## src/design/qhcc_pkg.sv

```systemverilog
// Package of shared types and constants for the QUIC header connection-ID classifier.
package qhcc_pkg;

  localparam int MAX_CID_LEN        = 20;
  localparam int MAX_DATAGRAM_BYTES = 65535;
  localparam int POS_W              = 16;
  localparam int CMP_W              = POS_W + 1;
  localparam int CID_IDX_W          = 5;
  localparam int CID_LEN_W          = 5;
  localparam int VERSION_W          = 32;
  localparam int CFG_IDX_W          = 1;
  localparam int CFG_DATA_W         = 32;
  localparam int LONG_FORM_BIT      = 7;
  localparam int LONG_MIN_BYTES     = 7;
  localparam int SHORT_DEFAULT_LEN  = 8;
  localparam int LONG_VERSION_LAST  = 4;
  localparam int LONG_DCID_LEN_POS  = 5;
  localparam int QUEUE_DEPTH        = 4;
  localparam int QUEUE_PTR_W        = $clog2(QUEUE_DEPTH);
  localparam int QUEUE_CNT_W        = $clog2(QUEUE_DEPTH + 1);

  typedef enum logic [CFG_IDX_W-1:0] {
    CFG_SHORT_CID_LENGTH = 1'b0,
    CFG_ACCEPTED_VERSION = 1'b1
  } qhcc_cfg_idx_e;

  typedef enum logic {
    KIND_CID     = 1'b0,
    KIND_VERDICT = 1'b1
  } qhcc_kind_e;

  typedef enum logic {
    CID_DEST = 1'b0,
    CID_SRC  = 1'b1
  } qhcc_cid_sel_e;

  typedef enum logic [1:0] {
    VERD_MALFORMED   = 2'd0,
    VERD_VERSION_NEG = 2'd1,
    VERD_LONG_OK     = 2'd2,
    VERD_SHORT       = 2'd3
  } qhcc_verdict_e;

  typedef struct packed {
    logic [7:0] data_byte;
    logic       end_of_datagram;
  } qhcc_in_t;

  typedef struct packed {
    qhcc_kind_e             item_kind;
    qhcc_cid_sel_e          cid_select;
    logic [CID_IDX_W-1:0]   cid_index;
    logic [7:0]             cid_byte;
    qhcc_verdict_e          verdict;
    logic [1:0]             long_type;
    logic [VERSION_W-1:0]   version_seen;
    logic [CID_LEN_W-1:0]   dcid_length;
    logic [CID_LEN_W-1:0]   scid_length;
    logic                   last_of_run;
  } qhcc_out_t;

  typedef struct packed {
    logic                   has_cid;
    qhcc_cid_sel_e          cid_select;
    logic [CID_IDX_W-1:0]   cid_index;
    logic [7:0]             cid_byte;
    logic                   has_verdict;
    qhcc_verdict_e          verdict;
    logic [1:0]             long_type;
    logic [VERSION_W-1:0]   version_seen;
    logic [CID_LEN_W-1:0]   dcid_length;
    logic [CID_LEN_W-1:0]   scid_length;
  } qhcc_run_t;

endpackage

```

## src/design/qhcc_front.sv

```systemverilog
// Front end: configuration registers, per-byte header parsing and verdict classification.
module qhcc_front (
  input  logic                        clk_i,
  input  logic                        rst_ni,
  input  logic                        cfg_we_i,
  input  logic [qhcc_pkg::CFG_IDX_W-1:0]  cfg_index_i,
  input  logic [qhcc_pkg::CFG_DATA_W-1:0] cfg_data_i,
  input  logic                        in_valid_i,
  output logic                        in_ready_o,
  input  qhcc_pkg::qhcc_in_t          in_data_i,
  input  logic                        queue_full_i,
  output logic                        push_o,
  output qhcc_pkg::qhcc_run_t         run_o
);
  import qhcc_pkg::*;

  logic [CID_LEN_W-1:0] short_len_q;
  logic [VERSION_W-1:0] acc_ver_q;
  logic [POS_W-1:0]     pos_q, pos_d;
  logic [7:0]           first_q, first_d;
  logic [VERSION_W-1:0] ver_q, ver_d;
  logic [7:0]           dlen_q, dlen_d;
  logic [7:0]           slen_q, slen_d;
  logic                 bad_q, bad_d;
  logic                 accept;
  logic [CID_LEN_W-1:0] eff_len;
  qhcc_run_t            run;

  assign in_ready_o = !queue_full_i;
  assign accept     = in_valid_i && in_ready_o;

  always_ff @(posedge clk_i or negedge rst_ni) begin
    if (!rst_ni) begin
      short_len_q <= CID_LEN_W'(SHORT_DEFAULT_LEN);
      acc_ver_q   <= VERSION_W'(1);
    end else if (cfg_we_i) begin
      unique case (qhcc_cfg_idx_e'(cfg_index_i))
        CFG_SHORT_CID_LENGTH: short_len_q <= cfg_data_i[CID_LEN_W-1:0];
        CFG_ACCEPTED_VERSION: acc_ver_q   <= cfg_data_i[VERSION_W-1:0];
        default: ;
      endcase
    end
  end

  always_comb begin
    if (short_len_q == '0 || short_len_q > CID_LEN_W'(MAX_CID_LEN)) begin
      eff_len = CID_LEN_W'(SHORT_DEFAULT_LEN);
    end else begin
      eff_len = short_len_q;
    end
  end

  always_comb begin
    logic [CMP_W-1:0] p;
    logic [CMP_W-1:0] d;
    logic [CMP_W-1:0] s;
    logic             oversize;
    logic [7:0]       b;
    logic             malformed;

    b        = in_data_i.data_byte;
    p        = {1'b0, pos_q};
    oversize = pos_q >= POS_W'(MAX_DATAGRAM_BYTES);
    first_d  = first_q;
    ver_d    = ver_q;
    dlen_d   = dlen_q;
    slen_d   = slen_q;
    bad_d    = bad_q;
    pos_d    = pos_q;
    run      = '0;
    d        = CMP_W'(dlen_q);

    if (!oversize) begin
      if (pos_q == '0) begin
        first_d = b;
      end else if (first_q[LONG_FORM_BIT]) begin
        if (p <= CMP_W'(LONG_VERSION_LAST)) begin
          ver_d = {ver_q[VERSION_W-9:0], b};
        end else if (p == CMP_W'(LONG_DCID_LEN_POS)) begin
          dlen_d = b;
          if (b > 8'(MAX_CID_LEN)) bad_d = 1'b1;
        end else if (!bad_q) begin
          if (p < CMP_W'(LONG_MIN_BYTES - 1) + d) begin
            run.has_cid    = 1'b1;
            run.cid_select = CID_DEST;
            run.cid_index  = CID_IDX_W'(p - CMP_W'(LONG_MIN_BYTES - 1));
            run.cid_byte   = b;
          end else if (p == CMP_W'(LONG_MIN_BYTES - 1) + d) begin
            slen_d = b;
            if (b > 8'(MAX_CID_LEN)) bad_d = 1'b1;
          end else if (p < CMP_W'(LONG_MIN_BYTES) + d + CMP_W'(slen_q)) begin
            run.has_cid    = 1'b1;
            run.cid_select = CID_SRC;
            run.cid_index  = CID_IDX_W'(p - CMP_W'(LONG_MIN_BYTES) - d);
            run.cid_byte   = b;
          end
        end
      end else if (p <= CMP_W'(eff_len)) begin
        run.has_cid    = 1'b1;
        run.cid_select = CID_DEST;
        run.cid_index  = CID_IDX_W'(p - CMP_W'(1));
        run.cid_byte   = b;
      end
      pos_d = pos_q + POS_W'(1);
    end

    d = CMP_W'(dlen_d);
    s = CMP_W'(slen_d);
    if (first_d[LONG_FORM_BIT]) begin
      malformed = oversize || p < CMP_W'(LONG_MIN_BYTES - 1) || bad_d ||
                  p < CMP_W'(LONG_MIN_BYTES - 1) + d + s;
      if (!malformed) begin
        run.verdict      = (ver_d == acc_ver_q) ? VERD_LONG_OK : VERD_VERSION_NEG;
        run.long_type    = first_d[5:4];
        run.version_seen = ver_d;
        run.dcid_length  = dlen_d[CID_LEN_W-1:0];
        run.scid_length  = slen_d[CID_LEN_W-1:0];
      end
    end else begin
      malformed = oversize || p < CMP_W'(eff_len);
      if (!malformed) begin
        run.verdict     = VERD_SHORT;
        run.dcid_length = eff_len;
      end
    end
    run.has_verdict = in_data_i.end_of_datagram;
    if (!in_data_i.end_of_datagram) begin
      run.verdict      = VERD_MALFORMED;
      run.long_type    = '0;
      run.version_seen = '0;
      run.dcid_length  = '0;
      run.scid_length  = '0;
    end
  end

  assign push_o = accept && (run.has_cid || run.has_verdict);
  assign run_o  = run;

  always_ff @(posedge clk_i or negedge rst_ni) begin
    if (!rst_ni) begin
      pos_q   <= '0;
      first_q <= '0;
      ver_q   <= '0;
      dlen_q  <= '0;
      slen_q  <= '0;
      bad_q   <= 1'b0;
    end else if (accept) begin
      if (in_data_i.end_of_datagram) begin
        pos_q   <= '0;
        first_q <= '0;
        ver_q   <= '0;
        dlen_q  <= '0;
        slen_q  <= '0;
        bad_q   <= 1'b0;
      end else begin
        pos_q   <= pos_d;
        first_q <= first_d;
        ver_q   <= ver_d;
        dlen_q  <= dlen_d;
        slen_q  <= slen_d;
        bad_q   <= bad_d;
      end
    end
  end

  assert property (@(posedge clk_i) disable iff (!rst_ni)
    accept && in_data_i.end_of_datagram |=> pos_q == '0 && !bad_q)
    else $error("Datagram state not cleared after the final byte.");

endmodule

```

## src/design/qhcc_fifo.sv

```systemverilog
// Short queue of per-byte result runs between the front end and the back end.
module qhcc_fifo (
  input  logic                clk_i,
  input  logic                rst_ni,
  input  logic                push_i,
  input  qhcc_pkg::qhcc_run_t push_data_i,
  output logic                full_o,
  input  logic                pop_i,
  output logic                valid_o,
  output qhcc_pkg::qhcc_run_t head_o
);
  import qhcc_pkg::*;

  qhcc_run_t              mem_q [QUEUE_DEPTH];
  logic [QUEUE_PTR_W-1:0] wr_ptr_q, rd_ptr_q;
  logic [QUEUE_CNT_W-1:0] cnt_q;
  logic                   do_pop;

  assign full_o  = cnt_q == QUEUE_CNT_W'(QUEUE_DEPTH);
  assign valid_o = cnt_q != '0;
  assign head_o  = mem_q[rd_ptr_q];
  assign do_pop  = pop_i && valid_o;

  always_ff @(posedge clk_i) begin
    if (push_i) begin
      mem_q[wr_ptr_q] <= push_data_i;
    end
  end

  always_ff @(posedge clk_i or negedge rst_ni) begin
    if (!rst_ni) begin
      wr_ptr_q <= '0;
      rd_ptr_q <= '0;
      cnt_q    <= '0;
    end else begin
      if (push_i) wr_ptr_q <= wr_ptr_q + QUEUE_PTR_W'(1);
      if (do_pop) rd_ptr_q <= rd_ptr_q + QUEUE_PTR_W'(1);
      if (push_i && !do_pop) begin
        cnt_q <= cnt_q + QUEUE_CNT_W'(1);
      end else if (!push_i && do_pop) begin
        cnt_q <= cnt_q - QUEUE_CNT_W'(1);
      end
    end
  end

  assert property (@(posedge clk_i) disable iff (!rst_ni) push_i |-> !full_o)
    else $error("Queue written while full.");

endmodule

```

## src/design/qhcc_back.sv

```systemverilog
// Back end: splits each queued run into result transfers and holds the output register.
module qhcc_back (
  input  logic                clk_i,
  input  logic                rst_ni,
  input  logic                head_valid_i,
  input  qhcc_pkg::qhcc_run_t head_i,
  output logic                pop_o,
  output logic                out_valid_o,
  input  logic                out_ready_i,
  output qhcc_pkg::qhcc_out_t out_data_o
);
  import qhcc_pkg::*;

  logic      out_valid_q;
  qhcc_out_t out_q, out_d;
  logic      pend_q, pend_d;
  logic      load;
  logic      cid_first;

  assign load      = head_valid_i && (!out_valid_q || out_ready_i);
  assign cid_first = head_i.has_cid && !pend_q;

  always_comb begin
    out_d = '0;
    if (cid_first) begin
      out_d.item_kind   = KIND_CID;
      out_d.cid_select  = head_i.cid_select;
      out_d.cid_index   = head_i.cid_index;
      out_d.cid_byte    = head_i.cid_byte;
      out_d.last_of_run = !head_i.has_verdict;
    end else begin
      out_d.item_kind    = KIND_VERDICT;
      out_d.verdict      = head_i.verdict;
      out_d.long_type    = head_i.long_type;
      out_d.version_seen = head_i.version_seen;
      out_d.dcid_length  = head_i.dcid_length;
      out_d.scid_length  = head_i.scid_length;
      out_d.last_of_run  = 1'b1;
    end
    pend_d = cid_first && head_i.has_verdict;
  end

  assign pop_o = load && !pend_d;

  always_ff @(posedge clk_i) begin
    if (load) out_q <= out_d;
  end

  always_ff @(posedge clk_i or negedge rst_ni) begin
    if (!rst_ni) begin
      out_valid_q <= 1'b0;
      pend_q      <= 1'b0;
    end else begin
      if (load) begin
        out_valid_q <= 1'b1;
        pend_q      <= pend_d;
      end else if (out_ready_i) begin
        out_valid_q <= 1'b0;
      end
    end
  end

  assign out_valid_o = out_valid_q;
  assign out_data_o  = out_q;

  assert property (@(posedge clk_i) disable iff (!rst_ni) pend_q |-> head_valid_i)
    else $error("Pending verdict lost its queue entry.");

  assert property (@(posedge clk_i) disable iff (!rst_ni)
    out_valid_q && out_q.item_kind == KIND_VERDICT |-> out_q.last_of_run)
    else $error("Verdict transfer not marked as last of its run.");

  assert property (@(posedge clk_i) disable iff (!rst_ni)
    out_valid_q && out_q.item_kind == KIND_CID && !out_q.last_of_run |-> pend_q)
    else $error("Connection-ID byte promises a verdict that is not pending.");

endmodule

```

## src/design/quic_header_cid_classifier.sv

```systemverilog
// Top level of the QUIC header connection-ID classifier.
//
// Datagram bytes enter on the in channel, one transfer per byte, with
// end_of_datagram set on the final byte. Each connection-ID byte leaves on
// the out channel as a result transfer, and the final byte also yields a
// verdict transfer; last_of_run marks the final result caused by a byte.
// The front end accepts one byte per cycle while the queue has room and
// pushes its results into a four-entry queue; the back end drains that
// queue into the output register, so a result passes through a queue entry
// and then the output register. A final byte that also carries a
// connection-ID byte yields two output transfers, which the queue absorbs.
// When the receiver stalls, the output register holds and the queue fills;
// in_ready_o falls once the queue is full and rises as soon as it drains.
// The configuration port writes short_cid_length (index 0) or
// accepted_version (index 1), with no read-back.
// Reset empties the queue and output register, clears the datagram state
// and sets the registers to a short length of 8 and version 1.
module quic_header_cid_classifier (
  input  logic                            clk_i,
  input  logic                            rst_ni,
  input  logic                            cfg_we_i,
  input  logic [qhcc_pkg::CFG_IDX_W-1:0]  cfg_index_i,
  input  logic [qhcc_pkg::CFG_DATA_W-1:0] cfg_data_i,
  input  logic                            in_valid_i,
  output logic                            in_ready_o,
  input  qhcc_pkg::qhcc_in_t              in_data_i,
  output logic                            out_valid_o,
  input  logic                            out_ready_i,
  output qhcc_pkg::qhcc_out_t             out_data_o
);
  import qhcc_pkg::*;

  logic      push;
  qhcc_run_t push_run;
  logic      queue_full;
  logic      pop;
  logic      head_valid;
  qhcc_run_t head;

  qhcc_front u_front (
    .clk_i        (clk_i),
    .rst_ni       (rst_ni),
    .cfg_we_i     (cfg_we_i),
    .cfg_index_i  (cfg_index_i),
    .cfg_data_i   (cfg_data_i),
    .in_valid_i   (in_valid_i),
    .in_ready_o   (in_ready_o),
    .in_data_i    (in_data_i),
    .queue_full_i (queue_full),
    .push_o       (push),
    .run_o        (push_run)
  );

  qhcc_fifo u_fifo (
    .clk_i       (clk_i),
    .rst_ni      (rst_ni),
    .push_i      (push),
    .push_data_i (push_run),
    .full_o      (queue_full),
    .pop_i       (pop),
    .valid_o     (head_valid),
    .head_o      (head)
  );

  qhcc_back u_back (
    .clk_i        (clk_i),
    .rst_ni       (rst_ni),
    .head_valid_i (head_valid),
    .head_i       (head),
    .pop_o        (pop),
    .out_valid_o  (out_valid_o),
    .out_ready_i  (out_ready_i),
    .out_data_o   (out_data_o)
  );

endmodule
```

## config.mk

```make
export PLATFORM = sky130hd
export DESIGN_NAME = quic_header_cid_classifier
export DESIGN_NICKNAME = d
export VERILOG_FILES = /design/src/design/qhcc_pkg.sv /design/src/design/qhcc_front.sv /design/src/design/qhcc_fifo.sv /design/src/design/qhcc_back.sv /design/src/design/quic_header_cid_classifier.sv
export SDC_FILE = /design/constraint.sdc
export NUM_CORES = 1
export LEC_CHECK = 0
export BUFFER_PORTS_ARGS = -buffer_cell sky130_fd_sc_hd__buf_2
export CAP_MARGIN = 0
export CORE_UTILIZATION = 40
export CTS_CLUSTER_SIZE = 16
export DETAILED_ROUTE_END_ITERATION = 8
export HOLD_SLACK_MARGIN = 0.08
export PLACE_DENSITY_LB_ADDON = 0.08
export SYNTH_ARGS = -nofsm -noshare
export SYNTH_HDL_FRONTEND = slang
export SYNTH_SLANG_ARGS = --single-unit
```

## constraint.sdc

```tcl
create_clock -name clk_i -period 9.3 [get_ports clk_i]
set_clock_uncertainty 0.05 [all_clocks]
set_input_delay 2.79 -clock clk_i [delete_from_list [all_inputs] [get_ports clk_i]]
set_output_delay 2.79 -clock clk_i [all_outputs]
set_load 0.05 [all_outputs]
```

==> impl_metrics.csv, run 1 <==
group,metric,value,unit
status,outcome,"finished clean",
final_layout,areaGrowthSynthToFinish,13.4,%
clock_tree,holdBufCountCts,0,
sta,min_period,8.00,ns
clock_tree,cts_max_level,2,
synth,ys_warn_count,0,
clock_tree,cts_sinks,424,
global_routing,grt_max_degree,68,
global_routing,grt_pass1_wl,78700,microns
sta,worst_pin_slew,1.07,ns
sta,rsz0062_at_grt,"no",
synth,ys_types,70,
synth,synth_ff_type,"edfxtp_1",
global_routing,grt_usage,20.9,%
clock_tree,clock_path_buffers,3,
synth,yosysTopAreaCell,"edfxtp_1",
power,p_per_area,330,nW/um^2
flow_run,maxCapViolCount,0,
drt,wirelength,52100,microns
drt,route.vias.total,12340,
critical_path,cp.arrival,8.24,ns
synth,syn-instance-count,1469,
sta,maxSlewViolCount,0,
drt,avgViaCountPerCell,5.44,
sta,fin_ws,1.30,ns
power,max-vdd-ir-drop,0.156,mV
synth,synth-seq-cells,424,
synth,synth_area_leaders,"edfxtp_1 (46%), dfrtp_1 (14%), mux4_2 (7.0%), ha_1 (4.4%), xnor2_1 (2.6%)",
critical_path,endpoint_kind,"register",
final_layout,layout.cells.most_common,"edfxtp_1",
drt,postRouteAntennaNets,0,
final_layout,final_core_util,46.2,%
place,portBuffers,110,
clock_tree,root_buffer,"clkbuf_16",
drt,drc,0,
clock_tree,post_cts_resized,0,
sta,hold_viol_final,0,
sta,finalSetupViolCount,0,
synth,syn_area,20000,sq um
critical_path,cp-endpoint,"u_fifo.mem_q[1][17]",
critical_path,regToRegStartpoint,"u_front.dlen_q[3]",
clock_tree,path_clk_slew,0.06,ns
floorplan,die_h,226,microns
synth,seq_area_frac_synth,60.7,%
power,total_power,7.50,mW
clock_tree,cts_made_buffers,45,
sta,finalSetupTns,0,ns
place,pre_cts_slack,1.39,ns
critical_path,path_class,"reg2reg",
critical_path,critical_path.startpoint,"u_front.dlen_q[3]",
critical_path,reg2reg_depth,28,
final_layout,drive_above_1_share,20.3,%
sta,fin_crit_sh,86.0,%
place,placed_cells,2185,
drt,drt_pass1_iterations,5,
clock_tree,cts_setup_buffers,0,
floorplan,core-area,49200,sq um
critical_path,crit_slowest_cell,"a2111oi_2",
final_layout,nets,1690,
critical_path,cpPeakStageDelay,0.58,ns
place,gp_congestion,0.857,
synth,async_flop_share,26.9,%
hold_path,hold_path_class,"reg2reg",
critical_path,path_max_fanout,39,
sta,max_freq,125,MHz
drt,drt_iter0_drc,825,
critical_path,cp-start-kind,"register",
drt,wl_per_cell,23.0,microns
critical_path,worstReg2RegEnd,"u_fifo.mem_q[1][17]",
final_layout,final_cell_mix,"edfxtp_1 (310), nand2_1 (125), dfrtp_1 (110), buf_2 (109), ha_1 (71)",
power,power_leakage,8.53,nW
place,hpwlAfterDp,34300,microns
critical_path,required,9.53,ns
clock_tree,worstSkewPairLatency,0.58,ns
clock_tree,cts_tree,"built",
floorplan,num_io_pins,111,
sta,max-slew-margin-rel,28.1,%
synth,yosysTopAreaCellShare,46.4,%
floorplan,initial_core_util,40.8,%
floorplan,rows,81,
floorplan,die_w,226,microns
global_routing,overflow,0,
critical_path,rrSetupSlack,1.30,ns
floorplan,die_area,51000,sq um
final_layout,layout.cells.non_filler,2267,
global_routing,grt_pass1_vias,12277,
global_routing,antenna_found_initial,2,
synth,synth_nets,1591,
synth,synth_edf_count,310,
synth,avgSynthCellArea,13.6,sq um
-- report_power, final --
| part | internal, mW | leakage [nW] | switching, mW | total [mW] |
|---|---|---|---|---|
| Combinational | 0.922 | 3.45 | 1.78 | 2.70 |
| Sequential | 2.71 | 4.39 | 0.342 | 3.05 |
| Clock | 1.01 | 0.692 | 0.740 | 1.75 |
| Total | 4.64 | 8.53 | 2.86 | 7.50 |
-- area by class of cell --
class | count | area [sq um]
fill | 4435 | 26400
sequential | 424 | 12200
multi-input combinational | 910 | 7380
clock buffer | 65 | 1270
tap | 664 | 831
timing repair buffer | 129 | 696
inverter | 58 | 218
clock inverter | 16 | 156
antenna | 1 | 2.50
-- sequential cells by signal, summed over array words and instances (netlist names), 5 cells and up --
signal / count
u_fifo.mem_q: 248
u_front.ver_q: 32
u_front.slen_q: 8
u_front.acc_ver_q: 32
u_back.out_data_o: 62
u_front.pos_q: 16
u_front.short_len_q: 5
u_front.dlen_q: 8
-- worst min-delay path by stage --
stage / startpoint / end / slack (ns) / depth (start not counted)
finish: u_front.first_q[5] / u_front.first_q[5] / 0.43 / 2
global route: u_front.first_q[5] / u_front.first_q[5] / 0.47 / 2
CTS: u_front.first_q[5] / u_front.first_q[5] / 0.43 / 2
detailed placement: u_front.first_q[5] / u_front.first_q[5] / 0.42 / 2
global placement: u_front.first_q[4] / u_front.first_q[4] / 0.40 / 2
floorplan: u_front.first_q[4] / u_front.first_q[4] / 0.39 / 2
-- cell usage after synthesis, types with 29 or more instances --
cell      instances
nor2_1           52
nand2_1         125
o21ai_0          65
mux4_2           62
clkbuf_1         61
xor2_1           33
a21boi_0         29
edfxtp_1        310
xnor2_1          59
a21oi_1          61
inv_1            58
dfrtp_1         112
nor2b_1          63
ha_1             71
mux2_2           45
-- stage by stage --
step           hold WS [ns]  area, sq um
2_1_floorplan         0.392        20000
3_3_place_gp          0.405        21300
3_5_place_dp          0.420        21300
4_1_cts               0.434        22700
5_1_grt               0.466        22700
6_report              0.430        22700
-- routing by layer --
metal | global-route usage [%] | part of all wire (%) | up-vias
met1 | 30.6 | 48 | 6244
met3 | 3.70 | 5.7 | 82
met5 | 0 | 0 | -
met2 | 31.5 | 44 | 322
li1 | - | - | 5692
met4 | 6.56 | 2.8 | 0
-- logic make-up after synthesis --
kind of cell | share of synthesized area [%]
DFF | 60.7
and+or+nand+nor | 9.31
AOI/OAI and AO/OA | 8.23
buffers and inverters | 2.60
muxes | 10.3
xor gates and xnor gates | 4.02
adders and majority gates | 4.83
-- worst max-delay path: cells and delay by family, from the launching register on --
kind | cells | cell delay, ns
AO/OA/AOI/OAI | 12 | 3.37
XOR/XNOR | 2 | 0.25
adder cells (fa/ha/maj) | 3 | 0.77
buffers and inverters | 2 | 0.59
flip-flops | 1 | 0.56
multiplexers | 1 | 0.48
AND/OR/NAND/NOR | 8 | 1.62
(Power assumes the default switching activity.)
==> run 2: changes to the inputs <==
--- a/config.mk
+++ b/config.mk
@@ -11,7 +11,7 @@
 export CTS_CLUSTER_SIZE = 16
 export DETAILED_ROUTE_END_ITERATION = 8
 export HOLD_SLACK_MARGIN = 0.08
-export PLACE_DENSITY_LB_ADDON = 0.08
+export PLACE_DENSITY = 0.68
 export SYNTH_ARGS = -nofsm -noshare
 export SYNTH_HDL_FRONTEND = slang
 export SYNTH_SLANG_ARGS = --single-unit
==> run 2 against run 1 <==
  * Count of clock-buffer cells in the layout shrank 8
  * Sequential cell count is the same
  * Via count grew 1.6%
  * Final cell count is essentially flat
  * Core utilization is essentially flat
  * Global-route usage shrank 1.1 points
  * Maximum frequency grew 3.5%
  * Critical endpoint is now u_fifo.mem_q[3][4]
==> impl_metrics.csv, run 2 (synthesis gave the netlist of run 1 again) <==
group,metric,value,unit
final_layout,stdcell_area,22700,sq um
critical_path,path_class,"reg2reg",
critical_path,regToRegStartpoint,"u_front.dlen_q[1]",
final_layout,final_cell_mix,"edfxtp_1 (310), nand2_1 (125), dfrtp_1 (110), buf_2 (109), ha_1 (71)",
global_routing,overflow,0,
sta,min_period,7.73,ns
place,gp_congestion,0.858,
critical_path,rrSetupSlack,1.57,ns
drt,avgViaCountPerCell,5.53,
power,pwr-share-seq,41.1,%
power,p_sw,2.80,mW
clock_tree,cts_max_level,2,
sta,fin_ws,1.57,ns
power,power_frac_comb,35.4,%
drt,wl_per_cell,22.1,microns
floorplan,die_h,226,microns
clock_tree,holdBufCountCts,0,
critical_path,crit_slowest_cell,"a2111oi_2",
sta,finalSetupViolCount,0,
drt,drc,0,
status,outcome,"finished clean",
critical_path,cp-start-kind,"register",
critical_path,endpoint_kind,"register",
hold_path,hp-start,"u_front.first_q[5]",
final_layout,nets,1688,
place,dpl-instance-area,21300,sq um
critical_path,cp.arrival,7.96,ns
clock_tree,root_buffer,"clkbuf_16",
hold_path,hold_path_class,"reg2reg",
floorplan,rows,81,
power,swShare,37.6,%
power,max-vdd-ir-drop,0.159,mV
final_layout,largest_reg_flops,248,
final_layout,max_flop_register,"u_fifo.mem_q",
power,p_per_area,327,nW/um^2
final_layout,layout.cells.most_common,"edfxtp_1",
critical_path,path_delay_family,"compound AO/OA/AOI/OAI gates",
final_layout,areaGrowthSynthToFinish,13.3,%
power,pwr-share-clk,23.4,%
sta,finalSetupTns,0,ns
clock_tree,cts_setup_buffers,0,
drt,drt_iter0_drc,933,
global_routing,grt_pass1_wl,75200,microns
floorplan,die_w,226,microns
global_routing,grt_max_degree,69,
critical_path,cpPeakStageDelay,0.61,ns
clock_tree,cts_made_buffers,43,
place,portBuffers,110,
sta,fin_crit_sh,83.1,%
sta,max_freq,129,MHz
clock_tree,path_clk_slew,0.07,ns
drt,route.vias.total,12539,
clock_tree,cts_sinks,424,
sta,rsz0062_at_grt,"no",
global_routing,antenna_found_initial,9,
power,total_power,7.44,mW
hold_path,min_path_cells,2,
critical_path,path_max_fanout,21,
place,pre_cts_slack,1.62,ns
final_layout,drive_above_1_share,20.3,%
sta,maxSlewViolCount,0,
floorplan,core-area,49200,sq um
critical_path,required,9.53,ns
drt,drt_pass1_iterations,5,
floorplan,num_io_pins,111,
critical_path,critical_path_buf_inv_count,3,
power,internal_power,4.64,mW
sta,worst_pin_slew,1.05,ns
hold_path,hold_end,"u_front.first_q[5]",
clock_tree,worstSkewPairLatency,0.57,ns
critical_path,worstReg2RegEnd,"u_fifo.mem_q[3][4]",
floorplan,initial_core_util,40.8,%
critical_path,crit_top_cell,"ha_1",
clock_tree,post_cts_resized,0,
flow_run,maxCapViolCount,0,
global_routing,grt_pass1_vias,12378,
floorplan,die_area,51000,sq um
drt,postRouteAntennaNets,0,
global_routing,grt_usage,19.8,%
place,hpwlAfterDp,32800,microns
sta,hold_viol_final,0,
drt,wirelength,50100,microns
clock_tree,cts_tree,"built",
sta,max-slew-margin-rel,29.7,%
final_layout,final_core_util,46.2,%
clock_tree,clock_path_buffers,3,
power,power_leakage,8.53,nW
critical_path,reg2reg_depth,28,
## run 2: cell count changes in the layout (fill, tap and decap cells not counted)
cell	before	now
clkinv_4	0	2
clkinv_1	3	5
clkinv_2	5	8
inv_6	2	0
clkbuf_8	7	2
inv_16	1	0
diode_2	1	4
bufinv_16	2	4
clkbuf_1	13	10
## run 2: final cells by class
class	instances	area [sq um]
Antenna cell	4	10.0
Clock buffer	57	1190
Clock inverter	22	219
Fill cell	4298	26400
Inverter	58	218
Multi-Input combinational cell	910	7380
Sequential cell	424	12200
Tap cell	664	831
Timing Repair Buffer	129	696
## run 2: power by group through the flow
stage / registers, mW / logic [mW] / clock network [mW]
floorplan: 3.43 / 1.52 / 0
global placement: 3.07 / 2.62 / 0
detailed placement: 3.09 / 2.65 / 0
CTS: 3.06 / 2.66 / 1.78
global route: 3.11 / 2.84 / 1.84
finish: 3.06 / 2.63 / 1.74
## run 2: stage by stage
step | instances | hold WS, ns
finish | 2268 | 0.444
global route | 2266 | 0.473
CTS | 2264 | 0.442
detailed placement | 2185 | 0.428
global placement | 2185 | 0.406
floorplan | 1469 | 0.392
## run 2: how the worst max path moves through the flow
stage                           start                  to  cells past startpoint
floorplan                 out_ready_i     u_fifo.cnt_q[1]                      7
global placement    u_front.dlen_q[1]  u_fifo.mem_q[0][1]                     28
detailed placement  u_front.dlen_q[1]  u_fifo.mem_q[0][4]                     28
CTS                 u_front.dlen_q[1]  u_fifo.mem_q[3][4]                     28
global route        u_front.dlen_q[3]  u_fifo.mem_q[3][4]                     28
finish              u_front.dlen_q[1]  u_fifo.mem_q[3][4]                     28
## run 2: worst reg2reg max path: cells and delay by family (launching register included)
family | cells | cell delay, ns
fa+ha+maj | 4 | 1.05
mux | 1 | 0.48
compound gates | 11 | 3.13
flops | 1 | 0.51
buf+inv | 3 | 0.56
xor+xnor | 2 | 0.25
simple gates | 7 | 1.41
## run 2: layer usage
layer	part of all wire (%)	vias to the layer above	wire length, microns	GRT usage (%)
met4	2.6	8	1290	6.30
met5	0.088	-	44	0
met3	8.6	82	4320	5.07
met2	45	474	22600	30.7
met1	44	6292	21800	27.1
li1	-	5683	-	-
==> run 3: changes to the inputs <==
--- a/config.mk
+++ b/config.mk
@@ -11,7 +11,7 @@
 export CTS_CLUSTER_SIZE = 16
 export DETAILED_ROUTE_END_ITERATION = 8
 export HOLD_SLACK_MARGIN = 0.08
-export PLACE_DENSITY = 0.68
+export PLACE_DENSITY = 0.7
 export SYNTH_ARGS = -nofsm -noshare
 export SYNTH_HDL_FRONTEND = slang
 export SYNTH_SLANG_ARGS = --single-unit
==> constraint.sdc (replaced) <==
create_clock -name clk_i -period 6.2 [get_ports clk_i]
set_clock_uncertainty 0.05 [all_clocks]
set_input_delay 1.86 -clock clk_i [delete_from_list [all_inputs] [get_ports clk_i]]
set_output_delay 1.86 -clock clk_i [all_outputs]
set_load 0.05 [all_outputs]
==> run 3 against run 2 <==
  * The flow now finishes with violations (setup timing)
  * Worst hold slack worse by 0.0017 ns
  * Critical endpoint is now u_fifo.mem_q[3][19]
  * Final cell count is 3.3% higher
  * Clock power is 44% higher
  * First-iteration DRC count is 24% higher
  * Final area is 4.7% higher
  * Non-clock buffer count is 80 higher
==> impl_metrics.csv, run 3 (synthesis gave the netlist of run 1 again) <==
group,metric,value,unit
floorplan,die_h,226,microns
drt,wirelength,52300,microns
clock_tree,cts_made_buffers,43,
global_routing,grt_usage,20.7,%
global_routing,grt_max_degree,65,
clock_tree,cts_max_level,2,
critical_path,worstReg2RegEnd,"u_fifo.mem_q[3][19]",
global_routing,grt_pass1_wl,78300,microns
final_layout,layout.cells.most_common,"edfxtp_1",
power,p_per_area,473,nW/um^2
hold_path,min_path_cells,2,
power,power_leakage,8.93,nW
critical_path,cpPeakStageDelay,0.41,ns
drt,drt_pass1_iterations,5,
sta,fin_ws,-0.00144,ns
critical_path,endpoint_kind,"register",
global_routing,antenna_found_initial,7,
floorplan,die_w,226,microns
hold_path,hp-start,"u_front.first_q[5]",
hold_path,hold_path_class,"reg2reg",
sta,maxSlewViolCount,0,
clock_tree,root_buffer,"clkbuf_16",
global_routing,grt_pass1_vias,12703,
drt,postRouteAntennaNets,0,
sta,max-slew-margin-rel,15.3,%
floorplan,initial_core_util,40.8,%
sta,max_freq,161,MHz
final_layout,multi_input_area,7770,sq um
hold_path,hold_end,"u_front.first_q[5]",
clock_tree,path_clk_slew,0.06,ns
final_layout,fill_cells,4180,
critical_path,cp-start-kind,"register",
critical_path,reg2reg_depth,29,
place,hpwlAfterDp,35500,microns
sta,hold-worst-slack,0.442,ns
sta,fin_crit_sh,100,%
status,violations,"setup timing",
final_layout,areaGrowthSynthToFinish,18.7,%
final_layout,stdcell_area,23800,sq um
final_layout,nets,1768,
critical_path,rrSetupSlack,-0.001,ns
critical_path,critical_path_buf_inv_count,5,
critical_path,cp.arrival,6.44,ns
final_layout,final_cell_mix,"edfxtp_1 (310), nand2_1 (124), dfrtp_1 (110), buf_2 (109), buf_4 (84)",
floorplan,num_io_pins,111,
critical_path,path_class,"reg2reg",
place,dpl-instance-area,21900,sq um
clock_tree,cts_tree,"built",
clock_tree,cts_sinks,424,
power,max-vdd-ir-drop,0.209,mV
critical_path,path_max_fanout,7,
clock_tree,worstSkewPairLatency,0.58,ns
drt,wl_per_cell,22.3,microns
drt,avgViaCountPerCell,5.52,
critical_path,crit_slowest_cell,"a2111o_1",
final_layout,ff_latch_area,12200,sq um
clock_tree,holdBufCountCts,0,
floorplan,core-area,49200,sq um
floorplan,die_area,51000,sq um
drt,drc,0,
critical_path,critical_path.startpoint,"u_front.dlen_q[2]",
place,gp_congestion,0.915,
sta,worst_pin_slew,1.27,ns
critical_path,regToRegStartpoint,"u_front.dlen_q[2]",
place,portBuffers,110,
critical_path,required,6.44,ns
critical_path,path_delay_family,"compound AO/OA/AOI/OAI gates",
flow_run,maxCapViolCount,0,
drt,route.vias.total,12924,
status,outcome,"finished with violations",
drt,drt_iter0_drc,1153,
floorplan,rows,81,
final_layout,largest_reg_flops,248,
sta,hold_viol_final,0,
final_layout,max_flop_register,"u_fifo.mem_q",
sta,finalSetupViolCount,4,
sta,rsz0062_at_grt,"yes",
sta,min_period,6.20,ns
global_routing,overflow,0,
final_layout,drive_above_1_share,27.5,%
clock_tree,clock_path_buffers,3,
## run 3: worst min-delay path, delay by kind of cell (launching register included)
kind	cells	cell delay, ns
AO/OA/AOI/OAI	1	0.06
flip-flops	1	0.35
AND/OR/NAND/NOR	1	0.05
## run 3: layout make-up
class | count | area share, %
flip-flops and latches | 424 | 51.2
multi-input cells | 910 | 32.7
repair buffers | 209 | 6.11
clock buffers | 60 | 5.00
well taps | 664 | 3.49
inverters | 58 | 0.915
clock inverters | 16 | 0.626
diodes | 1 | 0.0105
## run 3: what timing repair did
item                       CTS  global route
setup buffers                5             9
pin swaps                    6            21
setup endpoints to repair  184           185
resized for setup           11            60
gates cloned                 1             3
## run 3: metal layers
metal	up-vias	wire length [microns]	track usage [%]
met5	-	46	0
met4	8	1270	6.45
met3	86	4290	4.44
met2	500	24100	31.9
met1	6475	22500	29.1
li1	5855	-	-
## run 3: worst max path at each step
| stage | endpoint | slack, ns | cells after the start |
|---|---|---|---|
| global placement | u_fifo.mem_q[0][2] | 0.05 | 29 |
| finish | u_fifo.mem_q[3][19] | -0.001 | 29 |
| floorplan | u_fifo.mem_q[0][1] | -0.08 | 29 |
| detailed placement | u_fifo.mem_q[3][12] | -0.17 | 28 |
| global route | u_fifo.mem_q[3][19] | -0.31 | 30 |
| CTS | u_fifo.mem_q[2][15] | 0.001 | 28 |
## run 3: power by group
part | internal (mW) | switching [mW] | total [mW] | leakage (nW)
Clock | 1.43 | 1.07 | 2.50 | 0.654
Sequential | 4.06 | 0.496 | 4.55 | 4.39
Combinational | 1.51 | 2.70 | 4.21 | 3.88
Total | 7.00 | 4.26 | 11.3 | 8.93
## run 3: stage by stage
step | utilization [%] | TNS [ns] | power [mW] | std cells | worst slack [ns]
after floorplan | - | -1.92 | 7.45 | 1469 | -0.0784
after global placement | 44.6 | 0 | 8.65 | 2247 | 0.0483
after detailed placement | 44.6 | -15.71 | 8.73 | 2247 | -0.171
after CTS | 47.5 | 0 | 11.2 | 2329 | 0.00139
after global routing | 48.4 | -50.48 | 11.8 | 2341 | -0.307
final | 48.4 | -0.00503 | 11.3 | 2342 | -0.00144
